--- src/eimc_pkg.sv ---
package eimc_pkg;

    localparam int PC_WIDTH_DEFAULT = 14;
    localparam int NEXT_PC_W        = 14;
    localparam int RF_DEPTH         = 32;
    localparam int RF_ADDR_W        = 5;
    localparam int DATA_W           = 8;
    localparam int INSTR_W          = 16;

    localparam logic [INSTR_W-1:0] MASK_TOP4 = 16'hF000;
    localparam logic [INSTR_W-1:0] MASK_ALU  = 16'hFC00;
    localparam logic [INSTR_W-1:0] MASK_BR   = 16'hF807;
    localparam logic [INSTR_W-1:0] PAT_LDI   = 16'hE000;
    localparam logic [INSTR_W-1:0] PAT_ADD   = 16'h0C00;
    localparam logic [INSTR_W-1:0] PAT_CP    = 16'h1400;
    localparam logic [INSTR_W-1:0] PAT_RJMP  = 16'hC000;
    localparam logic [INSTR_W-1:0] PAT_BR    = 16'hF001;

    localparam int FLAG_C = 0;
    localparam int FLAG_Z = 1;
    localparam int FLAG_N = 2;
    localparam int FLAG_V = 3;
    localparam int FLAG_S = 4;
    localparam int FLAG_H = 5;

    typedef struct packed {
        logic [INSTR_W-1:0] instruction;
    } t_in_item;

    typedef struct packed {
        logic [NEXT_PC_W-1:0] next_pc;
        logic [DATA_W-1:0]    status_flags;
        logic [RF_ADDR_W-1:0] write_index;
        logic [DATA_W-1:0]    write_data;
        logic                 write_done;
        logic                 branch_taken;
        logic                 unknown_opcode;
    } t_out_item;

endpackage

--- src/eimc_regfile.sv ---
module eimc_regfile (
    input  logic                            i_clk,
    input  logic                            i_rst_n,
    input  logic                            i_rd_en,
    input  logic [eimc_pkg::RF_ADDR_W-1:0]  i_addr_a,
    input  logic [eimc_pkg::RF_ADDR_W-1:0]  i_addr_b,
    input  logic                            i_we,
    input  logic [eimc_pkg::RF_ADDR_W-1:0]  i_waddr,
    input  logic [eimc_pkg::DATA_W-1:0]     i_wdata,
    output logic [eimc_pkg::DATA_W-1:0]     o_data_a,
    output logic [eimc_pkg::DATA_W-1:0]     o_data_b
);

    logic [eimc_pkg::DATA_W-1:0] r_mem [eimc_pkg::RF_DEPTH];
    logic [eimc_pkg::RF_DEPTH-1:0] r_valid;
    logic [eimc_pkg::DATA_W-1:0] r_qa;
    logic [eimc_pkg::DATA_W-1:0] r_qb;

    always_ff @(posedge i_clk) begin
        if (!i_rst_n) begin
            r_valid <= '0;
        end else if (i_we) begin
            r_valid[i_waddr] <= 1'b1;
        end
    end

    // A write in the same cycle as a read of that entry is bypassed.
    always_ff @(posedge i_clk) begin
        if (i_we) begin
            r_mem[i_waddr] <= i_wdata;
        end
        if (i_rd_en) begin
            if (i_we && i_waddr == i_addr_a) begin
                r_qa <= i_wdata;
            end else if (r_valid[i_addr_a]) begin
                r_qa <= r_mem[i_addr_a];
            end else begin
                r_qa <= '0;
            end
            if (i_we && i_waddr == i_addr_b) begin
                r_qb <= i_wdata;
            end else if (r_valid[i_addr_b]) begin
                r_qb <= r_mem[i_addr_b];
            end else begin
                r_qb <= '0;
            end
        end
    end

    assign o_data_a = r_qa;
    assign o_data_b = r_qb;

endmodule

--- config.mk ---
export PLATFORM = sky130hd
export DESIGN_NAME = eimc_regfile
export DESIGN_NICKNAME = d
export VERILOG_FILES = /design/src/eimc_pkg.sv /design/src/eimc_regfile.sv
export SDC_FILE = /design/constraint.sdc
export NUM_CORES = 1
export LEC_CHECK = 0
export BUFFER_PORTS_ARGS = -buffer_cell sky130_fd_sc_hd__buf_2
export CAP_MARGIN = 20
export CORE_ASPECT_RATIO = 0.6
export CORE_MARGIN = 1.5
export CORE_UTILIZATION = 62
export DETAILED_ROUTE_END_ITERATION = 8
export PLACE_DENSITY_LB_ADDON = 0.2
export SYNTH_ARGS = -nofsm -noshare
export SYNTH_HDL_FRONTEND = slang
export SYNTH_SLANG_ARGS = --single-unit
--- constraint.sdc ---
create_clock -name i_clk -period 2.95 [get_ports i_clk]
set_input_delay 0.295 -clock i_clk [delete_from_list [all_inputs] [get_ports i_clk]]
set_output_delay 0.295 -clock i_clk [all_outputs]
set_load 0.01 [all_outputs]
==> Word-level counts from Yosys, hierarchy flattened <==
Memories as Yosys holds them, arrays and structs flattened.
Index checks and enable logic that the tools add are counted.
{ "word_totals": {"register_bits": 48, "ram_bits": 256, "input_bits": 27, "out_inout_bits": 16, "wordCells": 26, "mem_count": 1} }
{ "classes": {"magnitude_cmp": 4, "n_eq_ne": 2, "mux": 12, "bitwise_logic": 1, "reduce_logical": 3} }
{ "mem_list": {"columns": ["name", "words", "word_bits", "rd", "rd_ports_with_merged_regs", "wr", "line_no", "text"], "rows": [
  ["r_mem", 32, 8, 2, 0, 1, "eimc_regfile.sv:14", "logic [eimc_pkg::DATA_W-1:0] r_mem [eimc_pkg::RF_DEPTH];"]
]} }
{ "op_table": {"columns": ["operator", "count"], "rows": [
  ["two-way mux 8 bit", 4],
  ["bitwise OR 32 bit", 1],
  ["less-than comparator 5 x 6 -> 1 bit (second input constant)", 3],
  ["binary-select mux 1 bit (select 5 bit)", 2],
  ["equality test 5 bit", 2],
  ["demux 1 bit (select 5 bit)", 1],
  [">= comparator 5 x 1 -> 1 bit (second input constant)", 1],
  ["two-way mux 1 bit", 5],
  ["logical AND 1 bit", 3]
]} }

==> Logic depth before layout (Yosys ltp) <==
{ "logic_depth": {"word_depth": 5, "depth_mapped": 10, "depth_no_buf": 5} }

==> Least setup slack after synthesis <==
OpenSTA, ideal clock, no wires.
{ "synth_path": {"path_kind": "input port to flip-flop", "startpoint": "in i_addr_b[1] in the netlist's numbering", "endpoint": "reg r_qb (netlist bit o_data_b[0]) (data pin)", "setup_ps": 257, "t_arrival_ps": 1822, "required_time_ps": 2693, "setup_slack_ps": 871, "stages": 7, "path_buffers": 3, "cell_sequence": "buf_2 > buf_2 > buf_2 > mux4_2 > a221oi_1 > nand3_1 > a32o_1"} }
{ "synth_between": {"elab_chain_cells": 4, "word_cells_on_any_way": 7, "cone_classes": "1 x eq/ne; 4 x mux; 1 x reduce/logical; 1 x memory"} }
{ "synth_lines": {"columns": ["item", "line_no", "text"], "rows": [
  ["start, declared", "eimc_regfile.sv:6", "input logic [eimc_pkg::RF_ADDR_W-1:0] i_addr_b,"],
  ["binary-select mux 1 bit (select 5 bit)", "eimc_regfile.sv:42", "end else if (r_valid[i_addr_b]) begin"],
  ["two-way mux 1 bit (not written as such)", "eimc_regfile.sv:42", null],
  ["two-way mux 8 bit", "eimc_regfile.sv:42", null],
  ["two-way mux 8 bit *", "eimc_regfile.sv:40", "if (i_we && i_waddr == i_addr_b) begin"],
  ["end signal, assigned", "eimc_regfile.sv:41", "r_qb <= i_wdata;"],
  ["end signal, assigned", "eimc_regfile.sv:43", "r_qb <= r_mem[i_addr_b];"],
  ["end, declared", "eimc_regfile.sv:17", "logic [eimc_pkg::DATA_W-1:0] r_qb;"]
]} }
Every way passes the cells marked *; elsewhere a longest branch is shown, timed or not. The select of a mux whose other input is x is not followed.
A chain may end at the register's enable or synchronous reset.

==> out/qor.csv <==
metric,value,unit
start_util,0.630,
wl_met3,7.93,mm
finClkSkew,0.0286,ns
ff_latch_area,0.00881,mm²
multi_input_area,0.00654,mm²
hold_class,in -> reg,
drive_above_1_share,0.271,
first_iter_violations,1629,
fillers,1699,
clock_sinks,304,
cts_max_level,1,
area_growth,10.7,%
startpoint_type,flip-flop,
cts_hold_buf,0,
io_pins,43,
grt_max_degree,39,
synth_cell_types,44,
synth-edff-count,272,
power_leakage,6.07,nW
core_area,0.0252,mm²
cp.arrival,2.58,ns
final_util,0.697,
post-cts-setup-buffer-count,0,
grt_pass1_vias,9772,
p_seq_frac,0.508,
die_w,210,µm
post_dp_cell_area,0.0167,mm²
fin_crit_sh,0.763,
maxSlewViolCount,0,
highest_layer,met4,
overflow,0,
cts.path.max_buffers,3,
yosysSeqAreaShare,0.554,
nets,1099,
die-area,0.0266,mm²
design_area,0.0176,mm²
cts_buffers,28,
first_pass_iters,5,
vias_per_cell,7.35,
power_switching_share,0.235,
port_buffers,42,
gp_congestion,0.940,
grt.total_usage,0.343,
maxCapViolations,0,
dp_hpwl,30.5,mm
diodes,0,
required,3.28,ns
setup_violations,0,
crit_fanout,2,
ctsRootBufferMaster,clkbuf_16,
cts_tree,built,
antenna_found_initial,1,
met2_wirelength,18.3,mm
internal_power,7.22,mW
synth_area,0.0159,mm²
cts.reportedPaths.clkPinSlew,0.07,ns
p_comb_frac,0.107,
fin_ws,0.699,ns
postRouteAntennaNets,0,
ys_ff_latch,304,
p_sw,2.22,mW
routedWlPerCell,31.5,µm
fmax,444,MHz
ys_warn_count,0,
tightest_slew,0.874,ns
grt_setup_unrepaired,false,
async_flop_share,0,
slew_headroom,0.415,
rows,45,
syn_nets,1034,
vias,10500,
drt_wl_total,44.8,mm
clock_latency,0.57,ns
dp_slack,0.354,ns
fin_tns_setup,0,ns
worstSetupPathType,reg -> reg,
drcViolationCount,0,
cts_resized,0,
power.share.clock,0.385,
synthCells,1007,
drt-met1-wl,18.2,mm
status,completed,
grt_pass1_wl,65.3,mm
finalHoldViolations,0,
die_y,127,µm
powerDensity,537,mW/mm²
synth_ff_type,edfxtp_1,
ir_drop,0.534,mV
endpoint_kind,flip-flop,
avgSynthCellArea,15.8,µm²
fin_crit,2.25,ns
[worst max-delay path: stages (launching register included)]
cell and delay [ns]:
edfxtp_1 0.39, mux4_2 0.54, mux4_2 0.51, a21oi_1 0.15, o21ai_0 0.22, buf_4 0.21
[registers in the layout, summed over array words and instances (netlist names)]
signal    count
o_data_a      8
o_data_b      8
r_mem       256
r_valid      32
[path summary, 6_finish.rpt]
path,start,endpoint,slack [ns],depth (start not counted)
worst min register to register,r_valid[28],r_valid[28],0.50,1
worst min-delay path,i_rd_en,o_data_a[1],0.18,1
worst max-delay path,r_mem[0][1],o_data_b[1],0.70,5
worst max register to register,r_mem[0][1],o_data_b[1],0.70,5
[cells in the final DEF, fill, tap and decap left out, types with 7 or more instances in the layout]
cell type / instances
nor2_1: 41
xor2_1: 8
dfxtp_1: 32
and4_1: 8
nand2_1: 91
nand3_1: 14
nor2b_1: 9
mux4_2: 132
clkinv_1: 9
mux2i_1: 114
buf_12: 7
a21oi_1: 7
a221oi_1: 44
nand4_1: 27
buf_4: 74
buf_2: 38
o21a_1: 32
edfxtp_1: 272
clkbuf_16: 29
and3_1: 10
o31ai_1: 8
mux4_1: 10
a22oi_1: 17
[final cells by class]
class,count,share of cell area
timing repair buffer,121,0.0518
clock inverter,19,0.00932
clock buffer,33,0.0421
multi-input combinational,613,0.372
sequential,304,0.501
tap,329,0.0234
inverter,4,0.000854
[routing by layer]
metal	global-route usage	vias up
li1	-	4304
met1	0.544	5241
met2	0.456	871
met3	0.143	43
met4	0.0402	0
met5	0	-
[cells by family (layout without fill, tap and decap cells)]
kind of cell	after synthesis	in the layout	synth area share
xor gates and xnor gates	10	10	0.00551
DFF	304	304	0.554
muxes	256	256	0.275
and+or+nand+nor	219	219	0.0667
AOI/OAI and AO/OA	128	128	0.0638
buffers and inverters	90	177	0.0346
[power by group through the flow]
| stage | clock [mW] | combinational (mW) | sequential (mW) |
|---|---|---|---|
| 6_report | 3.63 | 1.01 | 4.80 |
| 3_3_place_gp | 0 | 0.973 | 4.89 |
| 4_1_cts | 3.68 | 0.989 | 4.80 |
| 5_1_grt | 3.84 | 1.06 | 4.80 |
| 3_5_place_dp | 0 | 0.986 | 4.89 |
| 2_1_floorplan | 0 | 0.633 | 4.88 |
[cells in the mapped netlist, types with 3 or more instances]
| cell | count | share of area |
|---|---|---|
| o31ai_1 | 8 | 0.0038 |
| xor2_1 | 8 | 0.0044 |
| edfxtp_1 | 272 | 0.51 |
| a32o_1 | 5 | 0.0031 |
| buf_6 | 8 | 0.0057 |
| o21a_1 | 32 | 0.015 |
| a221oi_1 | 44 | 0.024 |
| clkbuf_1 | 32 | 0.0076 |
| nand2_1 | 91 | 0.021 |
| and2_1 | 4 | 0.0016 |
| or3b_2 | 4 | 0.0022 |
| nand4_1 | 27 | 0.011 |
| buf_12 | 3 | 0.0038 |
| buf_1 | 10 | 0.0024 |
| nor2b_1 | 9 | 0.0035 |
| buf_4 | 15 | 0.0071 |
| nor2_1 | 41 | 0.0097 |
| buf_2 | 15 | 0.0047 |
| o21ai_0 | 4 | 0.0013 |
| mux4_2 | 132 | 0.19 |
| and4_1 | 8 | 0.0044 |
| a22oi_1 | 17 | 0.0080 |
| inv_1 | 4 | 0.00094 |
| nand3_1 | 14 | 0.0044 |
| mux2i_1 | 114 | 0.072 |
| nand3b_1 | 6 | 0.0028 |
| mux4_1 | 10 | 0.017 |
| dfxtp_1 | 32 | 0.040 |
| and3_1 | 10 | 0.0039 |
| a21oi_1 | 7 | 0.0022 |
[through the flow]
stage / cells / total power, mW / hold WS [ns]
after floorplan: 1007 / 5.51 / 0.394
after global placement: 1371 / 5.86 / 0.463
after detailed placement: 1371 / 5.87 / 0.475
after CTS: 1423 / 9.46 / 0.167
after global routing: 1423 / 9.70 / 0.169
final: 1423 / 9.44 / 0.179
Note: power is estimated with default switching activity, not from simulation.
