File: src/eimc_pkg.sv
package eimc_pkg;

    localparam int PC_WIDTH_DEFAULT = 14;
    localparam int NEXT_PC_W        = 14;
    localparam int RF_DEPTH         = 32;
    localparam int RF_ADDR_W        = 5;
    localparam int DATA_W           = 8;
    localparam int INSTR_W          = 16;

    localparam logic [INSTR_W-1:0] MASK_TOP4 = 16'hF000;
    localparam logic [INSTR_W-1:0] MASK_ALU  = 16'hFC00;
    localparam logic [INSTR_W-1:0] MASK_BR   = 16'hF807;
    localparam logic [INSTR_W-1:0] PAT_LDI   = 16'hE000;
    localparam logic [INSTR_W-1:0] PAT_ADD   = 16'h0C00;
    localparam logic [INSTR_W-1:0] PAT_CP    = 16'h1400;
    localparam logic [INSTR_W-1:0] PAT_RJMP  = 16'hC000;
    localparam logic [INSTR_W-1:0] PAT_BR    = 16'hF001;

    localparam int FLAG_C = 0;
    localparam int FLAG_Z = 1;
    localparam int FLAG_N = 2;
    localparam int FLAG_V = 3;
    localparam int FLAG_S = 4;
    localparam int FLAG_H = 5;

    typedef struct packed {
        logic [INSTR_W-1:0] instruction;
    } t_in_item;

    typedef struct packed {
        logic [NEXT_PC_W-1:0] next_pc;
        logic [DATA_W-1:0]    status_flags;
        logic [RF_ADDR_W-1:0] write_index;
        logic [DATA_W-1:0]    write_data;
        logic                 write_done;
        logic                 branch_taken;
        logic                 unknown_opcode;
    } t_out_item;

endpackage

File: src/eimc_exec.sv
module eimc_exec #(
    parameter int PC_WIDTH = eimc_pkg::PC_WIDTH_DEFAULT
) (
    input  logic [eimc_pkg::INSTR_W-1:0] i_instruction,
    input  logic [eimc_pkg::DATA_W-1:0]  i_op_a,
    input  logic [eimc_pkg::DATA_W-1:0]  i_op_b,
    input  logic [eimc_pkg::DATA_W-1:0]  i_sreg,
    input  logic [PC_WIDTH-1:0]          i_pc,
    output logic [PC_WIDTH-1:0]          o_next_pc,
    output eimc_pkg::t_out_item          o_res
);

    function automatic logic [5:0] pack_flags(input logic c, input logic [7:0] res,
                                              input logic v, input logic h);
        logic n;
        n = res[7];
        pack_flags = {h, n ^ v, v, n, res == 8'h00, c};
    endfunction

    logic [eimc_pkg::INSTR_W-1:0] ins;
    logic [7:0] sum;
    logic [7:0] diff;
    logic [5:0] add_f;
    logic [5:0] sub_f;
    logic [PC_WIDTH-1:0] pc_inc;
    logic [PC_WIDTH+11:0] rj_ext;
    logic [PC_WIDTH+6:0] br_ext;
    logic [PC_WIDTH+eimc_pkg::NEXT_PC_W-1:0] pc_ext;
    logic [PC_WIDTH-1:0] next_pc;
    logic [7:0] a;
    logic [7:0] b;

    assign ins    = i_instruction;
    assign a      = i_op_a;
    assign b      = i_op_b;
    assign sum    = a + b;
    assign diff   = a - b;
    assign pc_inc = i_pc + {{(PC_WIDTH-1){1'b0}}, 1'b1};
    assign rj_ext = {{PC_WIDTH{ins[11]}}, ins[11:0]};
    assign br_ext = {{PC_WIDTH{ins[9]}}, ins[9:3]};

    assign add_f = pack_flags(
        (a[7] & b[7]) | (b[7] & ~sum[7]) | (~sum[7] & a[7]),
        sum,
        (a[7] & b[7] & ~sum[7]) | (~a[7] & ~b[7] & sum[7]),
        (a[3] & b[3]) | (b[3] & ~sum[3]) | (~sum[3] & a[3]));

    assign sub_f = pack_flags(
        (~a[7] & b[7]) | (b[7] & diff[7]) | (diff[7] & ~a[7]),
        diff,
        (a[7] & ~b[7] & ~diff[7]) | (~a[7] & b[7] & diff[7]),
        (~a[3] & b[3]) | (b[3] & diff[3]) | (diff[3] & ~a[3]));

    always_comb begin
        next_pc              = pc_inc;
        o_res.status_flags   = i_sreg;
        o_res.write_index    = '0;
        o_res.write_data     = '0;
        o_res.write_done     = 1'b0;
        o_res.branch_taken   = 1'b0;
        o_res.unknown_opcode = 1'b0;
        if ((ins & eimc_pkg::MASK_TOP4) == eimc_pkg::PAT_LDI) begin
            o_res.write_index = {1'b1, ins[7:4]};
            o_res.write_data  = {ins[11:8], ins[3:0]};
            o_res.write_done  = 1'b1;
        end else if ((ins & eimc_pkg::MASK_ALU) == eimc_pkg::PAT_ADD) begin
            o_res.status_flags = {i_sreg[7:6], add_f};
            o_res.write_index  = ins[8:4];
            o_res.write_data   = sum;
            o_res.write_done   = 1'b1;
        end else if ((ins & eimc_pkg::MASK_ALU) == eimc_pkg::PAT_CP) begin
            o_res.status_flags = {i_sreg[7:6], sub_f};
        end else if ((ins & eimc_pkg::MASK_TOP4) == eimc_pkg::PAT_RJMP) begin
            next_pc            = pc_inc + rj_ext[PC_WIDTH-1:0];
            o_res.branch_taken = 1'b1;
        end else if ((ins & eimc_pkg::MASK_BR) == eimc_pkg::PAT_BR) begin
            if (i_sreg[eimc_pkg::FLAG_Z] == !ins[10]) begin
                next_pc            = pc_inc + br_ext[PC_WIDTH-1:0];
                o_res.branch_taken = 1'b1;
            end
        end else begin
            o_res.unknown_opcode = 1'b1;
        end
        pc_ext        = {{eimc_pkg::NEXT_PC_W{1'b0}}, next_pc};
        o_res.next_pc = pc_ext[eimc_pkg::NEXT_PC_W-1:0];
    end

    assign o_next_pc = next_pc;

endmodule

File: config.mk
export PLATFORM = sky130hd
export DESIGN_NAME = eimc_exec
export DESIGN_NICKNAME = d
export VERILOG_FILES = /design/src/eimc_pkg.sv /design/src/eimc_exec.sv
export SDC_FILE = /design/constraint.sdc
export NUM_CORES = 1
export LEC_CHECK = 0
export CORE_MARGIN = 1.5
export CORE_UTILIZATION = 40
export DETAILED_ROUTE_END_ITERATION = 12
export DONT_BUFFER_PORTS = 1
export SLEW_MARGIN = 20
export SYNTH_ARGS = -nofsm -noshare
export SYNTH_HDL_FRONTEND = slang
export SYNTH_SLANG_ARGS = --single-unit
File: constraint.sdc
create_clock -name vclk -period 8
set_clock_uncertainty 0.15 [all_clocks]
set_input_delay 2.4 -clock vclk [all_inputs]
set_output_delay 2.4 -clock vclk [all_outputs]
set_load 0.03 [all_outputs]
; ---- Word level (Yosys, flattened, before mapping)
; Cells that the tools add are included.
; W data, S select, Z words.
[word_totals]
ff_bits = 0
latch_bits = 0
mem_bits_rw = 0
romBits = 0
input_bits = 54
out_inout_bits = 52
wordCells = 69
memories = 0
[op_classes]
n_addsub = 5
multipliers = 0
div_mod_pow = 0
n_lt_le_gt_ge = 0
n_eq_ne = 6
shift = 0
n_mux = 19
bitwise_logic = 36
n_reduce_logical = 3
[op_table]
columns = op, count
row1 = $mux W14, 8
row2 = $add A14 B14 Y14, 2
row3 = $and A1 B1 Y1, 18
row4 = $mux W6, 3
row5 = $logic_not A8 Y1, 2
row6 = $add A14 B1 Y14 const B, 1
row7 = $or A1 B1 Y1, 10
row8 = $add A8 B8 Y8, 1
row9 = $eq A4 B4 Y1 const B, 2
row10 = $eq A8 B8 Y1 const B, 1
row11 = $sub A8 B8 Y8, 1
row12 = $eq A6 B2 Y1 const B, 1
row13 = $eq A6 B3 Y1 const B, 1
row14 = $mux W2, 3
row15 = $not A1 Y1, 6
row16 = $mux W1, 5
row17 = $xor A1 B1 Y1, 2
row18 = $eq A1 B1 Y1, 1
row19 = $logic_not A1 Y1, 1

; ---- Logic depth before layout (Yosys ltp)
[depth]
depth_word = 8
ltp_mapped = 15
ltp_nobuf = 15

; ---- Worst setup path after synthesis
; No wires, ideal clock.
[synth_path]
path_type = in2out
start = in i_op_b[4] (netlist name)
end = out o_res[17] (netlist name)
t_arrival_ps = 5438
required_ps = 5450
slack_ps = 12
stages = 14
path_cell_list = inv_1 -> ha_1 -> clkbuf_1 -> a21o_1 -> a31oi_1 -> nor2_1 -> o21ai_0 -> nand2b_1 -> fa_1 -> nor2_1 -> nand4_1 -> nor3_1 -> a21boi_0 -> nor4_1
[synth_rtl]
columns = element, line_no
row1 = from (decl), eimc_exec.sv:6  ; input logic [eimc_pkg::DATA_W-1:0] i_op_b,
row2 = to (decl), eimc_exec.sv:10  ; output eimc_pkg::t_out_item o_res

; ---- Worst setup path in the final report
[layout_path]
start = in i_pc[3]
end = out o_next_pc[13]
[layout_between]
elab_chain_len = 8
elab_cells_between_ends = 9
classes_between = 3 x add/sub / 6 x mux
[layout_lines]
columns = element, line_no
row1 = from (decl), eimc_exec.sv:8  ; input logic [PC_WIDTH-1:0] i_pc,
row2 = $add A14 B1 Y14 *, eimc_exec.sv:38  ; assign pc_inc = i_pc + {{(PC_WIDTH-1){1'b0}}, 1'b1};
row3 = $add A14 B14 Y14, eimc_exec.sv:78  ; next_pc = pc_inc + br_ext[PC_WIDTH-1:0];
row4 = $mux W14, eimc_exec.sv:77  ; if (i_sreg[eimc_pkg::FLAG_Z] == !ins[10]) begin
row5 = $mux W14, eimc_exec.sv:76  ; end else if ((ins & eimc_pkg::MASK_BR) == eimc_pkg::PAT_BR) begin
row6 = $mux W14, eimc_exec.sv:73  ; end else if ((ins & eimc_pkg::MASK_TOP4) == eimc_pkg::PAT_RJMP) begin
row7 = $mux W14, eimc_exec.sv:71  ; end else if ((ins & eimc_pkg::MASK_ALU) == eimc_pkg::PAT_CP) begin
row8 = $mux W14, eimc_exec.sv:66  ; end else if ((ins & eimc_pkg::MASK_ALU) == eimc_pkg::PAT_ADD) begin
row9 = $mux W14 *, eimc_exec.sv:62  ; if ((ins & eimc_pkg::MASK_TOP4) == eimc_pkg::PAT_LDI) begin
row10 = to (decl), eimc_exec.sv:9  ; output logic [PC_WIDTH-1:0] o_next_pc,
; Every way passes the cells marked *; elsewhere a longest branch is shown, timed or not.

==> results.cfg <==
[sta]
finalHoldViolCount = 0
worst_pin_slew_ns = 0.980
setup_tns_ns = 0
drv_slew = 0
worst_slack_ns = 0.284
fmax_mhz = 130
report.final.setup_viol = 0
rsz0062_at_grt = no
fin_crit_ns = 7.72
hold_slack_ns = 4.65
slew_headroom_pct = 33.9
fin_crit_sh_pct = 96.5

[routing]
drt-vias-per-instance = 5.88
routed_wl_mm = 7.54
drt_iter0_markers = 120
drc = 7
vias = 2542
post_drt_wl_per_cell_um = 17.5
drt-pass1-iter-count = 8
postRouteAntennaNets = 0

[floorplanning]
die_h_um = 85.0
die_area_sq_um = 7230
rows = 29
coreArea_sq_um = 6420
initial_core_util_pct = 41.9
fp.dieW_um = 85.0
io_pins = 106

[global_routing]
grt_pass1_wl_mm = 12.2
grt_overflow = 0
track_usage_pct = 20.7
grt_max_degree = 14
antenna_found_initial = 0
grt_pass1_vias = 2499

[placed_design]
hpwl_mm = 6.45
placed_cells = 432
place_ws_ns = 0.288
gp_congestion = 0.915
io_buffers = 0

[synthesis]
synth.yosys.seq_area_share_pct = 0
synth.most_common_cell = ha_1
synth_cells = 356
ys_types = 52
synthTopCellsByCount = ha_1 (50), a21oi_1 (28), xnor2_1 (27)
yosys.area.top_type = ha_1
synth.top_cells.by_area = ha_1 (23%), xnor2_1 (8.8%), fa_1 (7.4%), xor2_1 (5.5%), a21oi_1 (5.2%)
synth_fp_nets = 470
yosysTopAreaCellShare_pct = 23.2
synth_area_per_cell_sq_um = 7.56
syn_area_sq_um = 2690
synth_warnings = 0

[cells_and_area]
finalNetCount = 471
seq_area_sq_um = 0
stdcell_count = 432
seq_cells = 0
n_clock_buffer = 0
n_antenna_cell = 0
n_fill_cell = 691
drive_gt1_share_pct = 9.86
area_growth_pct = 4.23

[clocking]
cts.repair.resized = 0
holdBufCountCts = 0
cts_setup_buffers = 0

[setup_path]
crit_type = input pin to output port
cp.required_ns = 5.45
cp-end-kind = output port
cp-start-kind = input pin
path_max_fanout = 4
cp.arrival_ns = 5.17

[power_and_ir_drop]
ir_drop_mv = 0.0403
p_leak_nw = 1.25
power.density_nw_per_um2 = 80.5

[hold_path]
min_path_type = input pin to output port

[flow_run]
cap_violations = 0

[status]
status = finished, violations left
violations = DRC
## power breakdown
group | total (mW) | switching (mW) | internal [mW]
sequential | 0 | 0 | 0
combinational | 0.226 | 0.136 | 0.0899
clock | 0 | 0 | 0
total | 0.226 | 0.136 | 0.0899
## worst max-delay path, stage by stage
cell,delay [ns]
and4_1,0.28
and4_1,0.27
and2_1,0.17
nand3_1,0.10
xnor2_1,0.36
ha_1,0.36
a21oi_1,0.14
o21a_1,0.16
nand2_1,0.06
o221ai_1,0.17
xnor2_1,0.17
mux2i_1,0.20
o221ai_1,0.12
buf_4,0.22
## cell usage in the layout, fill, tap and decap left out, types with 9 or more instances in the layout
cell type | Yosys | routed
ha_1 | 50 | 50
a21oi_1 | 28 | 28
xnor2_1 | 27 | 27
nor2_1 | 26 | 26
inv_1 | 22 | 22
buf_4 | 16 | 21
o21ai_0 | 23 | 20
nand2_1 | 20 | 20
xor2_1 | 17 | 17
nand3_1 | 11 | 11
fa_1 | 10 | 10
o22ai_1 | 9 | 9
## routing by layer
metal,vias to the layer above,GRT usage (%),part of all wire (%)
met4,0,3.13,1.8
met2,75,33.7,45
met3,13,3.99,8.4
met1,1183,28.8,45
met5,-,0,0
li1,1271,-,-
## kinds of logic (layout without fill, tap and decap cells)
family	Yosys count	after routing	synth area share, %
AOI/OAI and AO/OA	108	108	26.3
adders and majority gates	60	60	30.7
and+or+nand+nor	96	96	18.9
muxes	3	3	1.12
buffers and inverters	45	44	8.78
xor gates and xnor gates	44	44	14.3
## worst paths after layout
kind	from	endpoint	slack, ns	cells past startpoint
setup / recovery	i_pc[3]	o_next_pc[13]	0.28	14
hold / removal	i_sreg[6]	o_res[22]	4.65	0
## through the flow
stage	cell area (sq um)	power (mW)	utilization (%)
global route	2810	0.250	43.7
floorplan	2690	0.190	-
global placement	2800	0.221	43.6
detailed placement	2800	0.224	43.6
CTS	2800	0.225	43.6
finish	2810	0.226	43.7
## final cells by class
class	instances	area [sq um]	area share (%)
Tap cell	77	96.3	3.43
Inverter	23	86.3	3.08
Multi-Input combinational cell	311	2470	87.9
Timing Repair Buffer	21	158	5.62
(Power assumes the default switching activity.)
